File: config.mk
export PLATFORM = sky130hd
export DESIGN_NAME = nixie_tube_pwm_display_top
export DESIGN_NICKNAME = d
export VERILOG_FILES = /design/src/design/ntpd_pkg.sv /design/src/design/ntpd_lane.sv /design/src/design/ntpd_ctrl.sv /design/src/design/nixie_tube_pwm_display_top.sv
export SDC_FILE = /design/constraint.sdc
export NUM_CORES = 1
export LEC_CHECK = 0
export BUFFER_PORTS_ARGS = -buffer_cell sky130_fd_sc_hd__buf_4
export CORE_ASPECT_RATIO = 1.75
export CORE_MARGIN = 3
export CORE_UTILIZATION = 50
export DETAILED_ROUTE_END_ITERATION = 8
export PLACE_DENSITY = 0.84
export SYNTH_ARGS = -nofsm -noshare
export SYNTH_HDL_FRONTEND = slang
export SYNTH_SLANG_ARGS = --single-unit
File: constraint.sdc
create_clock -name clk_i -period 19 [get_ports clk_i]
set_clock_uncertainty 0.05 [all_clocks]
set_input_delay 0.95 -clock clk_i [delete_from_list [all_inputs] [get_ports clk_i]]
set_output_delay 0.95 -clock clk_i [all_outputs]
set_load 0.05 [all_outputs]
File: src/design/ntpd_pkg.sv
package ntpd_pkg;

  localparam int PwmLevelsDef = 64;
  localparam int NumTubes     = 4;
  localparam int NumSlots     = 11;   // slot 0 is the dot, slots 1..10 digits 0..9
  localparam int PatWidth     = 64;

  // input word
  typedef struct packed {
    logic       action;
    logic [3:0] digit0;
    logic [3:0] digit1;
    logic [3:0] digit2;
    logic [3:0] digit3;
    logic [3:0] dots;
  } in_t;

  // result word
  typedef struct packed {
    logic                send_valid;
    logic [PatWidth-1:0] pattern;
    logic                drive_update;
    logic [15:0]         drive_value;
  } out_t;

  // accepted-word events, top -> control
  typedef struct packed {
    logic tick;
    logic frame;
  } evt_t;

  typedef enum logic [1:0] {
    RegBrightness   = 2'd0,
    RegAnodeCompare = 2'd1,
    RegTubeEnable   = 2'd2
  } reg_idx_e;

  localparam logic [15:0] BrightnessRst   = 16'd15;
  localparam logic [15:0] AnodeCompareRst = 16'd0;
  localparam logic [3:0]  TubeEnableRst   = 4'hF;

  // driver bit position per tube and slot
  localparam logic [5:0] BitMap [NumTubes][NumSlots] = '{
    '{6'd43, 6'd37, 6'd32, 6'd47, 6'd46, 6'd45, 6'd33, 6'd34, 6'd35, 6'd44, 6'd36},
    '{6'd52, 6'd50, 6'd39, 6'd38, 6'd42, 6'd41, 6'd40, 6'd55, 6'd54, 6'd53, 6'd51},
    '{6'd12, 6'd26, 6'd25, 6'd14, 6'd13, 6'd11, 6'd10, 6'd9,  6'd8,  6'd23, 6'd22},
    '{6'd21, 6'd17, 6'd27, 6'd28, 6'd29, 6'd20, 6'd30, 6'd31, 6'd16, 6'd19, 6'd18}
  };

endpackage

File: src/design/ntpd_lane.sv
// One tube: digit and dot to driver bits, at most one bit each.
module ntpd_lane (
  input  logic [1:0]                    tube_i,
  input  logic [3:0]                    digit_i,
  input  logic                          dot_i,
  input  logic                          en_i,
  output logic [ntpd_pkg::PatWidth-1:0] bits_o
);

  logic [3:0] slot;

  always_comb begin
    slot   = digit_i + 4'd1;
    bits_o = '0;
    if (en_i && (digit_i <= 4'd9)) begin
      bits_o[ntpd_pkg::BitMap[tube_i][slot]] = 1'b1;
    end
    if (dot_i) begin
      bits_o[ntpd_pkg::BitMap[tube_i][4'd0]] = 1'b1;
    end
  end

endmodule

File: src/design/ntpd_ctrl.sv
// Pattern latch, PWM phase/level tracking and result register.
module ntpd_ctrl #(
  parameter int PWM_LEVELS = ntpd_pkg::PwmLevelsDef
) (
  input  logic                          clk_i,
  input  logic                          rst_ni,
  input  ntpd_pkg::evt_t                ev_i,
  input  logic [ntpd_pkg::PatWidth-1:0] frame_pat_i,
  input  logic [15:0]                   brightness_i,
  input  logic [15:0]                   anode_compare_i,
  input  logic                          out_ready_i,
  output logic                          out_valid_o,
  output ntpd_pkg::out_t                out_data_o
);

  localparam int PhW = $clog2(PWM_LEVELS + 1);
  localparam logic [PhW-1:0] PhaseMax = PhW'(PWM_LEVELS);
  localparam logic [PhW-1:0] LevelMax = PhW'(PWM_LEVELS - 1);

  logic [ntpd_pkg::PatWidth-1:0] pat_q;
  logic                          pending_q;
  logic [PhW-1:0]                phase_q, phase_d;
  logic                          drive_on_q;
  logic                          out_valid_q;
  ntpd_pkg::out_t                out_q, out_d;

  logic [PhW-1:0] level;
  logic           on, send, upd;

  always_comb begin
    priority if (brightness_i >= 16'(PWM_LEVELS - 1)) begin
      level = LevelMax;
    end else if (brightness_i == 16'd0) begin
      level = PhW'(1);
    end else begin
      level = brightness_i[PhW-1:0];
    end
    on      = (phase_q <= level);
    send    = ev_i.tick && !drive_on_q && pending_q;
    upd     = ev_i.tick && (on != drive_on_q);
    phase_d = (phase_q == PhaseMax) ? '0 : phase_q + PhW'(1);

    out_d.send_valid   = send;
    out_d.pattern      = send ? pat_q : '0;
    out_d.drive_update = upd;
    out_d.drive_value  = (upd && on) ? anode_compare_i : 16'd0;
  end

  always_ff @(posedge clk_i or negedge rst_ni) begin
    if (!rst_ni) begin
      pat_q       <= '0;
      pending_q   <= 1'b1;
      phase_q     <= '0;
      drive_on_q  <= 1'b0;
      out_valid_q <= 1'b0;
    end else begin
      if (ev_i.frame) begin
        pat_q     <= frame_pat_i;
        pending_q <= 1'b1;
      end else if (send) begin
        pending_q <= 1'b0;
      end
      if (ev_i.tick) begin
        phase_q    <= phase_d;
        drive_on_q <= on;
      end
      if (send || upd) begin
        out_valid_q <= 1'b1;
      end else if (out_ready_i) begin
        out_valid_q <= 1'b0;
      end
    end
  end

  // payload, no reset
  always_ff @(posedge clk_i) begin
    if (send || upd) begin
      out_q <= out_d;
    end
  end

  assign out_valid_o = out_valid_q;
  assign out_data_o  = out_q;

endmodule

File: src/design/nixie_tube_pwm_display_top.sv
// A tick word that yields a result shows it in the cycle after acceptance.
// Frame words yield no result; their pattern is latched on the accepting edge.
// Throughput: one word per cycle; the single result register stalls every word,
// frames included, while an unaccepted result is held and out_ready_i is low.
// Reset (rst_ni low, async): config regs to defaults, pattern cleared, send
// pending set, PWM phase zero, drive off, no result held.
module nixie_tube_pwm_display_top #(
  parameter int PWM_LEVELS = ntpd_pkg::PwmLevelsDef
) (
  input  logic           clk_i,
  input  logic           rst_ni,
  // input words
  input  logic           in_valid_i,
  output logic           in_ready_o,
  input  ntpd_pkg::in_t  in_data_i,
  // result words
  output logic           out_valid_o,
  input  logic           out_ready_i,
  output ntpd_pkg::out_t out_data_o,
  // APB config port
  input  logic           psel,
  input  logic           penable,
  input  logic           pwrite,
  input  logic [3:0]     paddr,
  input  logic [31:0]    pwdata,
  output logic [31:0]    prdata,
  output logic           pready
);

  // ---------------------------------------------------------------------------
  // Config registers: brightness @0x0, anode_compare @0x4, tube_enable @0x8
  // ---------------------------------------------------------------------------
  logic [15:0]        brightness_q;
  logic [15:0]        anode_compare_q;
  logic [3:0]         tube_enable_q;
  ntpd_pkg::reg_idx_e reg_idx;
  logic               cfg_wr;

  assign pready  = 1'b1;
  assign reg_idx = ntpd_pkg::reg_idx_e'(paddr[3:2]);
  assign cfg_wr  = psel && penable && pwrite;

  always_ff @(posedge clk_i or negedge rst_ni) begin
    if (!rst_ni) begin
      brightness_q    <= ntpd_pkg::BrightnessRst;
      anode_compare_q <= ntpd_pkg::AnodeCompareRst;
      tube_enable_q   <= ntpd_pkg::TubeEnableRst;
    end else if (cfg_wr) begin
      unique case (reg_idx)
        ntpd_pkg::RegBrightness:   brightness_q    <= pwdata[15:0];
        ntpd_pkg::RegAnodeCompare: anode_compare_q <= pwdata[15:0];
        ntpd_pkg::RegTubeEnable:   tube_enable_q   <= pwdata[3:0];
        default: ;  // unmapped slot, write dropped
      endcase
    end
  end

  always_comb begin
    unique case (reg_idx)
      ntpd_pkg::RegBrightness:   prdata = {16'd0, brightness_q};
      ntpd_pkg::RegAnodeCompare: prdata = {16'd0, anode_compare_q};
      ntpd_pkg::RegTubeEnable:   prdata = {28'd0, tube_enable_q};
      default:                   prdata = 32'd0;
    endcase
  end

  // ---------------------------------------------------------------------------
  // Handshake: a tick may need the result register, so it waits while a held
  // result is stalled. Holding ready off for frames too keeps the rule simple.
  // ---------------------------------------------------------------------------
  logic           in_fire;
  ntpd_pkg::evt_t ev;

  assign in_ready_o = !out_valid_o || out_ready_i;
  assign in_fire    = in_valid_i && in_ready_o;
  assign ev.tick    = in_fire && !in_data_i.action;
  assign ev.frame   = in_fire &&  in_data_i.action;

  // ---------------------------------------------------------------------------
  // Four decode lanes, one per tube, then an OR merge into one pattern
  // ---------------------------------------------------------------------------
  logic [ntpd_pkg::NumTubes-1:0][3:0]                    lane_digit;
  logic [ntpd_pkg::NumTubes-1:0][ntpd_pkg::PatWidth-1:0] lane_bits;
  logic [ntpd_pkg::PatWidth-1:0]                         frame_pat;

  assign lane_digit[0] = in_data_i.digit0;
  assign lane_digit[1] = in_data_i.digit1;
  assign lane_digit[2] = in_data_i.digit2;
  assign lane_digit[3] = in_data_i.digit3;

  for (genvar t = 0; t < ntpd_pkg::NumTubes; t++) begin : g_lane
    ntpd_lane u_lane (
      .tube_i  (2'(t)),
      .digit_i (lane_digit[t]),
      .dot_i   (in_data_i.dots[t]),
      .en_i    (tube_enable_q[t]),
      .bits_o  (lane_bits[t])
    );
  end

  always_comb begin
    frame_pat = '0;
    for (int t = 0; t < ntpd_pkg::NumTubes; t++) begin
      frame_pat = frame_pat | lane_bits[t];
    end
  end

  // ---------------------------------------------------------------------------
  // PWM control and result register
  // ---------------------------------------------------------------------------
  ntpd_ctrl #(
    .PWM_LEVELS (PWM_LEVELS)
  ) u_ctrl (
    .clk_i           (clk_i),
    .rst_ni          (rst_ni),
    .ev_i            (ev),
    .frame_pat_i     (frame_pat),
    .brightness_i    (brightness_q),
    .anode_compare_i (anode_compare_q),
    .out_ready_i     (out_ready_i),
    .out_valid_o     (out_valid_o),
    .out_data_o      (out_data_o)
  );

endmodule

* Word level (Yosys, flattened, before mapping)
Memory sizes are Yosys's and may differ from the RTL's. Index checks and enable logic that the tools add are counted.
Word-level totals: register bits after elaboration 192, latch bits 0, RAM bits 0, bits in read-only memories 384, output and inout bits 117, memories kept 4
Memory list:
- (name not given) | words 16, bits a word 6, rd ports 1, clocked after Yosys merged registers in 0, wr ports 0, line ntpd_lane.sv:16 | bits_o[ntpd_pkg::BitMap[tube_i][slot]] = 1'b1;
- (name not given) | words 16, bits a word 6, rd ports 1, clocked after Yosys merged registers in 0, wr ports 0, line ntpd_lane.sv:16
- (name not given) | words 16, bits a word 6, rd ports 1, clocked after Yosys merged registers in 0, wr ports 0, line ntpd_lane.sv:16
- (name not given) | words 16, bits a word 6, rd ports 1, clocked after Yosys merged registers in 0, wr ports 0, line ntpd_lane.sv:16
Operators by class: add/subtract/negate cells 5, multipliers 0, divide/modulo/power cells 0, $lt $le $gt $ge 18, equal/unequal tests 4, shift operators 0, mux-type cells 32, bitwise logic cells 7, reductions and logical operators 29
Operators with widths (number):
- $mux W64 | 4
- $or A64 B64 Y64 | 3
- $mux W53 | 1
- $mux W6 | 8
- $pmux W16 S3 | 1
- $mux W44 | 1
- $lt A6 B7 Y1 const B | 4
- $demux W1 S6 | 4
- $ge A6 B1 Y1 const B | 4
- $mux W22 | 1
- $mux W7 | 3
- $ge A5 B5 Y1 const B | 4
- $not A4 Y5 | 4
- $logic_and A1 B1 Y1 | 17
- $add A4 B1 Y4 const B | 4
- $ge A16 B6 Y1 const B | 1
- $le A4 B4 Y1 const B | 4
- $logic_not A16 Y1 | 1
- $mux W13 | 1
- $mux W1 | 8
- $add A7 B1 Y7 const B | 1
- $eq A7 B7 Y1 const B | 1
- $le A7 B7 Y1 | 1
- $reduce_and A2 Y1 | 3
- 7 further kinds | 11

* Longest topological paths before layout
word-level depth 14, depth in mapped cells 11, gate-level depth less buffers 10

* Cells and area by module
Synthesis repeated with hierarchy kept, for this count alone.
Unflattened totals: cell total of the unflattened synthesis 1665, area total of the unflattened synthesis 15681.3 um^2
Modules (own cells, without submodules):
- ntpd_ctrl | times used 1, cells an instance 391, area an instance 6177.2 um^2, seq. area each 4315.4 um^2
- ntpd_lane (g_lane[1].u_lane ...) | times used 2, cells an instance 251, area an instance 1717.9 um^2, seq. area each 0.0 um^2
- nixie_tube_pwm_display_top | times used 1, cells an instance 206, area an instance 2317.2 um^2, seq. area each 910.9 um^2
- ntpd_lane (g_lane[0].u_lane) | times used 1, cells an instance 299, area an instance 1926.8 um^2, seq. area each 0.0 um^2
- ntpd_lane (g_lane[3].u_lane) | times used 1, cells an instance 267, area an instance 1824.2 um^2, seq. area each 0.0 um^2

* Worst setup path after synthesis
No wires, ideal clock.
path kind reg-to-reg, start register brightness_q[10], end register u_ctrl.out_q, in the netlist u_ctrl.out_data_o[0] (enable), setup time 0.636 ns, data arrival time 8.240 ns, required time 18.314 ns, slack 10.074 ns, stages on the path, launching flop included 12, path buffers 1, period minus slack after synthesis 8.926 ns, cells stage by stage dfrtp_1 or4_1 nor4_1 o21ai_1 nor2_1 ha_1 nor2b_1 o21a_1 o21a_1 o31a_1 clkbuf_1 o21ai_0
Between the ends: longest elaborated chain between the ends 7, elaborated cells between the ends (all ways) 8
Ends and longest elaborated chain:
- start, declared | line nixie_tube_pwm_display_top.sv:33 | logic [15:0] brightness_q;
- start signal, assigned | line nixie_tube_pwm_display_top.sv:45 | brightness_q <= ntpd_pkg::BrightnessRst;
- start signal, assigned | line nixie_tube_pwm_display_top.sv:50 | ntpd_pkg::RegBrightness: brightness_q <= pwdata[15:0];
- parallel branches: the longest is 2 deep, another holds $ge A16 B6 Y1
- $mux W7 (*) | line ntpd_ctrl.sv:31 | priority if (brightness_i >= 16'(PWM_LEVELS - 1)) begin
- $le A7 B7 Y1 (*) | line ntpd_ctrl.sv:38 | on = (phase_q <= level);
- $ne A1 B1 Y1 (*) | line ntpd_ctrl.sv:40 | upd = ev_i.tick && (on != drive_on_q);
- $logic_and A1 B1 Y1 (*) | line ntpd_ctrl.sv:40
- $logic_or A1 B1 Y1 (*) | line ntpd_ctrl.sv:77 | if (send || upd) begin
- end signal, assigned | line ntpd_ctrl.sv:78 | out_q <= out_d;
- end, declared | line ntpd_ctrl.sv:25 | ntpd_pkg::out_t out_q, out_d;
Every way passes the cells marked *. A chain may end at the register's enable or synchronous reset.

* Worst setup path after layout
start register brightness_q[10], end register u_ctrl.out_q, in the netlist u_ctrl.out_data_o[50] (enable)
Same word-level chain as after synthesis.

==> run_results.csv <==
group,metric,value,unit
grt,grt_max_degree,74,
sta,max-slew-margin-rel,0.309,
job,drv_cap,0,
sta,finalCritPeriodShare,0.273,
pwr,irDropWorstVdd,0.0565,mV
final_layout,layout-drive-gt1-share,0.285,
synth,ys_ff_latch,192,
synth,syn_inst,759,
placement,portBuffers,145,
grt,antenna_found_initial,0,
floorplan,die_w,108,um
detailed_routing,drt-pass1-iter-count,5,
detailed_routing,drtIter0Drc,227,
detailed_routing,via_per_inst,5.48,
clock_tree,tritoncts,"yes",
sta,max_slew.worst_pin.slew,1040,ps
clock_tree,clock_path_buffers,2,
worst_setup_path,path_max_fanout,57,
floorplan,coreArea,0.0178,mm^2
synth,syn_avg_cell_area,12.1,um^2
placement,post_dp_cell_area,0.0104,mm^2
placement,globalplace.congestion,0.862,
worst_setup_path,crit_type,"reg2reg",
placement,hpwl,13900,um
synth,synth-edff-count,82,
detailed_routing,wire_per_inst,17.1,um
clock_tree,cts.sinks,192,
grt,track_usage,0.201,
final_layout,finalNonFillerCells,1134,
final_layout,stdcell_area,0.0110,mm^2
worst_setup_path,end_kind,"flop",
clock_tree,cts-resized-gates,0,
sta,rsz0062_at_grt,"no",
synth,synth_cell_type_count,83,
final_layout,nets,975,
placement,dp.cells,1102,
final_layout,areaGrowthSynthToFinish,19.4,%
sta,fin_crit,5180,ps
final_layout,final_util,0.616,
final_layout,multi_input_area,0.00369,mm^2
floorplan,start_util,0.516,
final_layout,final_common_cell,"buf_4",
worst_setup_path,worst_ep_arrival_time,5190,ps
floorplan,die_y,185,um
final_layout,nFillCells,1424,
pwr,p_per_area,99.0,mW/mm^2
clock_tree,ctsRootBufferMaster,"clkbuf_16",
pwr,leakage,0.00474,uW
clock_tree,clk_latency,430,ps
clock_tree,h-tree-depth,4,
synth,yosysSeqAreaShare,0.570,
worst_setup_path,start_kind,"flop",
synth,synth_warnings,0,
floorplan,dieArea,0.0201,mm^2
sta,setup-violations-final,0,
final_layout,seqCellArea,0.00523,mm^2
worst_setup_path,crit_required,19010,ps
outcome,outcome,"finished clean",
sta,fin_setup_tns,0,ps
final_layout,diodes,0,
detailed_routing,ant_nets,0,
synth,synth_area,0.00917,mm^2
sta,fmax,193,MHz
grt,grt.overflow.total,0,
sta,finalMaxSlewViolations,0,
clock_tree,cts_hold_buf,0,
final_layout,final_cell_mix,"buf_4 (150), dfrtp_1 (101), and2_1 (95)",
grt,first_global_vias,6259,
floorplan,num_rows,64,
clock_tree,cts_buffers,17,
grt,grt_pass1_wl,31200,um
floorplan,io_pins,181,
detailed_routing,routed_wl,19400,um
clock_tree,path_clk_slew,70,ps
pwr,power.total,1080,uW
synth,ys_async_sr_fraction,0.573,
sta,hold_viol_final,0,
detailed_routing,num_vias,6219,
synth,ys.flop_type,"dfrtp_1",
detailed_routing,drcViolationCount,0,
clock_tree,post_cts_buffers,0,
hold_path,hold_path_class,"in2async",
-- metal layers --
layer | global-route usage | up-vias | part of all wire
li1 | - | 2958 | -
met1 | 0.226 | 3023 | 0.37
met2 | 0.363 | 203 | 0.54
met3 | 0.0398 | 35 | 0.051
met4 | 0.0930 | 0 | 0.032
met5 | 0 | - | 0
-- synthesized netlist by cell type, drive strengths merged, types with 5 or more instances --
library cell / n / area (um^2)
dfstp: 9 / 236
clkbuf: 24 / 91.3
nor2b: 6 / 37.5
nand2b: 5 / 31.3
and3: 6 / 37.5
dfrtp: 101 / 2530
inv: 12 / 45.0
xnor2: 8 / 85.1
mux2: 37 / 417
buf: 30 / 199
and2: 96 / 602
nor3: 13 / 97.6
nand2: 49 / 186
o21ai: 27 / 135
a21oi: 11 / 55.1
nor4: 8 / 50.1
nor2: 50 / 203
nor3b: 20 / 166
a22o: 12 / 105
mux2i: 22 / 220
or2: 5 / 31.3
nand4: 5 / 31.3
nand3: 13 / 65.1
a221o: 14 / 141
ha: 21 / 263
o31ai: 12 / 90.1
edfxtp: 82 / 2460
-- metrics by stage --
stage / hold WS, ps / setup WS, ps
6_report: 428 / 13820
5_1_grt: 444 / 13490
4_1_cts: 430 / 13690
3_5_place_dp: 412 / 13790
3_3_place_gp: 403 / 13830
2_1_floorplan: 387 / 10070
-- logic make-up (layout without fill, tap and decap cells) --
logic type	count (synthesis)	in the layout	share of synthesized area
other	2	18	0.000819
DFF	192	192	0.570
AOI/OAI and AO/OA	113	113	0.0947
xor gates and xnor gates	12	12	0.0151
buffers and inverters	66	194	0.0366
muxes	59	59	0.0694
adders and majority gates	21	21	0.0286
and+or+nand+nor	294	294	0.185
-- sequential cells by signal, indices dropped and copies added, names as in the netlist --
| register | cells |
|---|---|
| u_ctrl.out_valid_o | 1 |
| u_ctrl.pending_q | 1 |
| u_ctrl.phase_q | 7 |
| anode_compare_q | 16 |
| u_ctrl.pat_q | 64 |
| u_ctrl.drive_on_q | 1 |
| brightness_q | 16 |
| tube_enable_q | 4 |
| u_ctrl.out_data_o | 82 |
-- where the power goes --
group	total [uW]	switching [uW]	leakage (uW)	internal, uW
combinational	226	148	0.00227	78.5
clock	346	171	0.000271	175
sequential	513	33.1	0.00220	480
total	1080	352	0.00474	733
-- layout make-up --
| class | instances | share of cell area |
|---|---|---|
| Timing Repair Buffer | 150 | 0.103 |
| Clock inverter | 14 | 0.0131 |
| Clock buffer | 18 | 0.0392 |
| Multi-Input combinational cell | 517 | 0.337 |
| Tap cell | 231 | 0.0264 |
| Inverter | 12 | 0.00411 |
| Sequential cell | 192 | 0.477 |
-- critical path, cell delays in order, from the launching register on --
cell and delay (ps):
dfrtp_1 390, or4_1 560, nor4_1 460, o21ai_1 270, nor2_1 180, ha_1 260, nor2b_1 140, o21a_1 160
o21a_1 180, o31a_1 560, o21ai_4 860, buf_4 670
-- final timing paths --
path / startpoint / endpoint / slack, ps / cells after the start
hold reg to reg: u_ctrl.pat_q[9] / u_ctrl.pat_q[9] / 430 / 2
hold / removal: rst_ni / anode_compare_q[3] / 430 / 1
setup / recovery: brightness_q[10] / u_ctrl.out_data_o[50] / 13820 / 11
setup reg to reg: brightness_q[10] / u_ctrl.out_data_o[50] / 13820 / 11
max in group asynchronous: rst_ni / u_ctrl.pat_q[50] / 17170 / 2
min in group clk_i: u_ctrl.pat_q[9] / u_ctrl.pat_q[9] / 430 / 2
(Power assumes the default switching activity.)
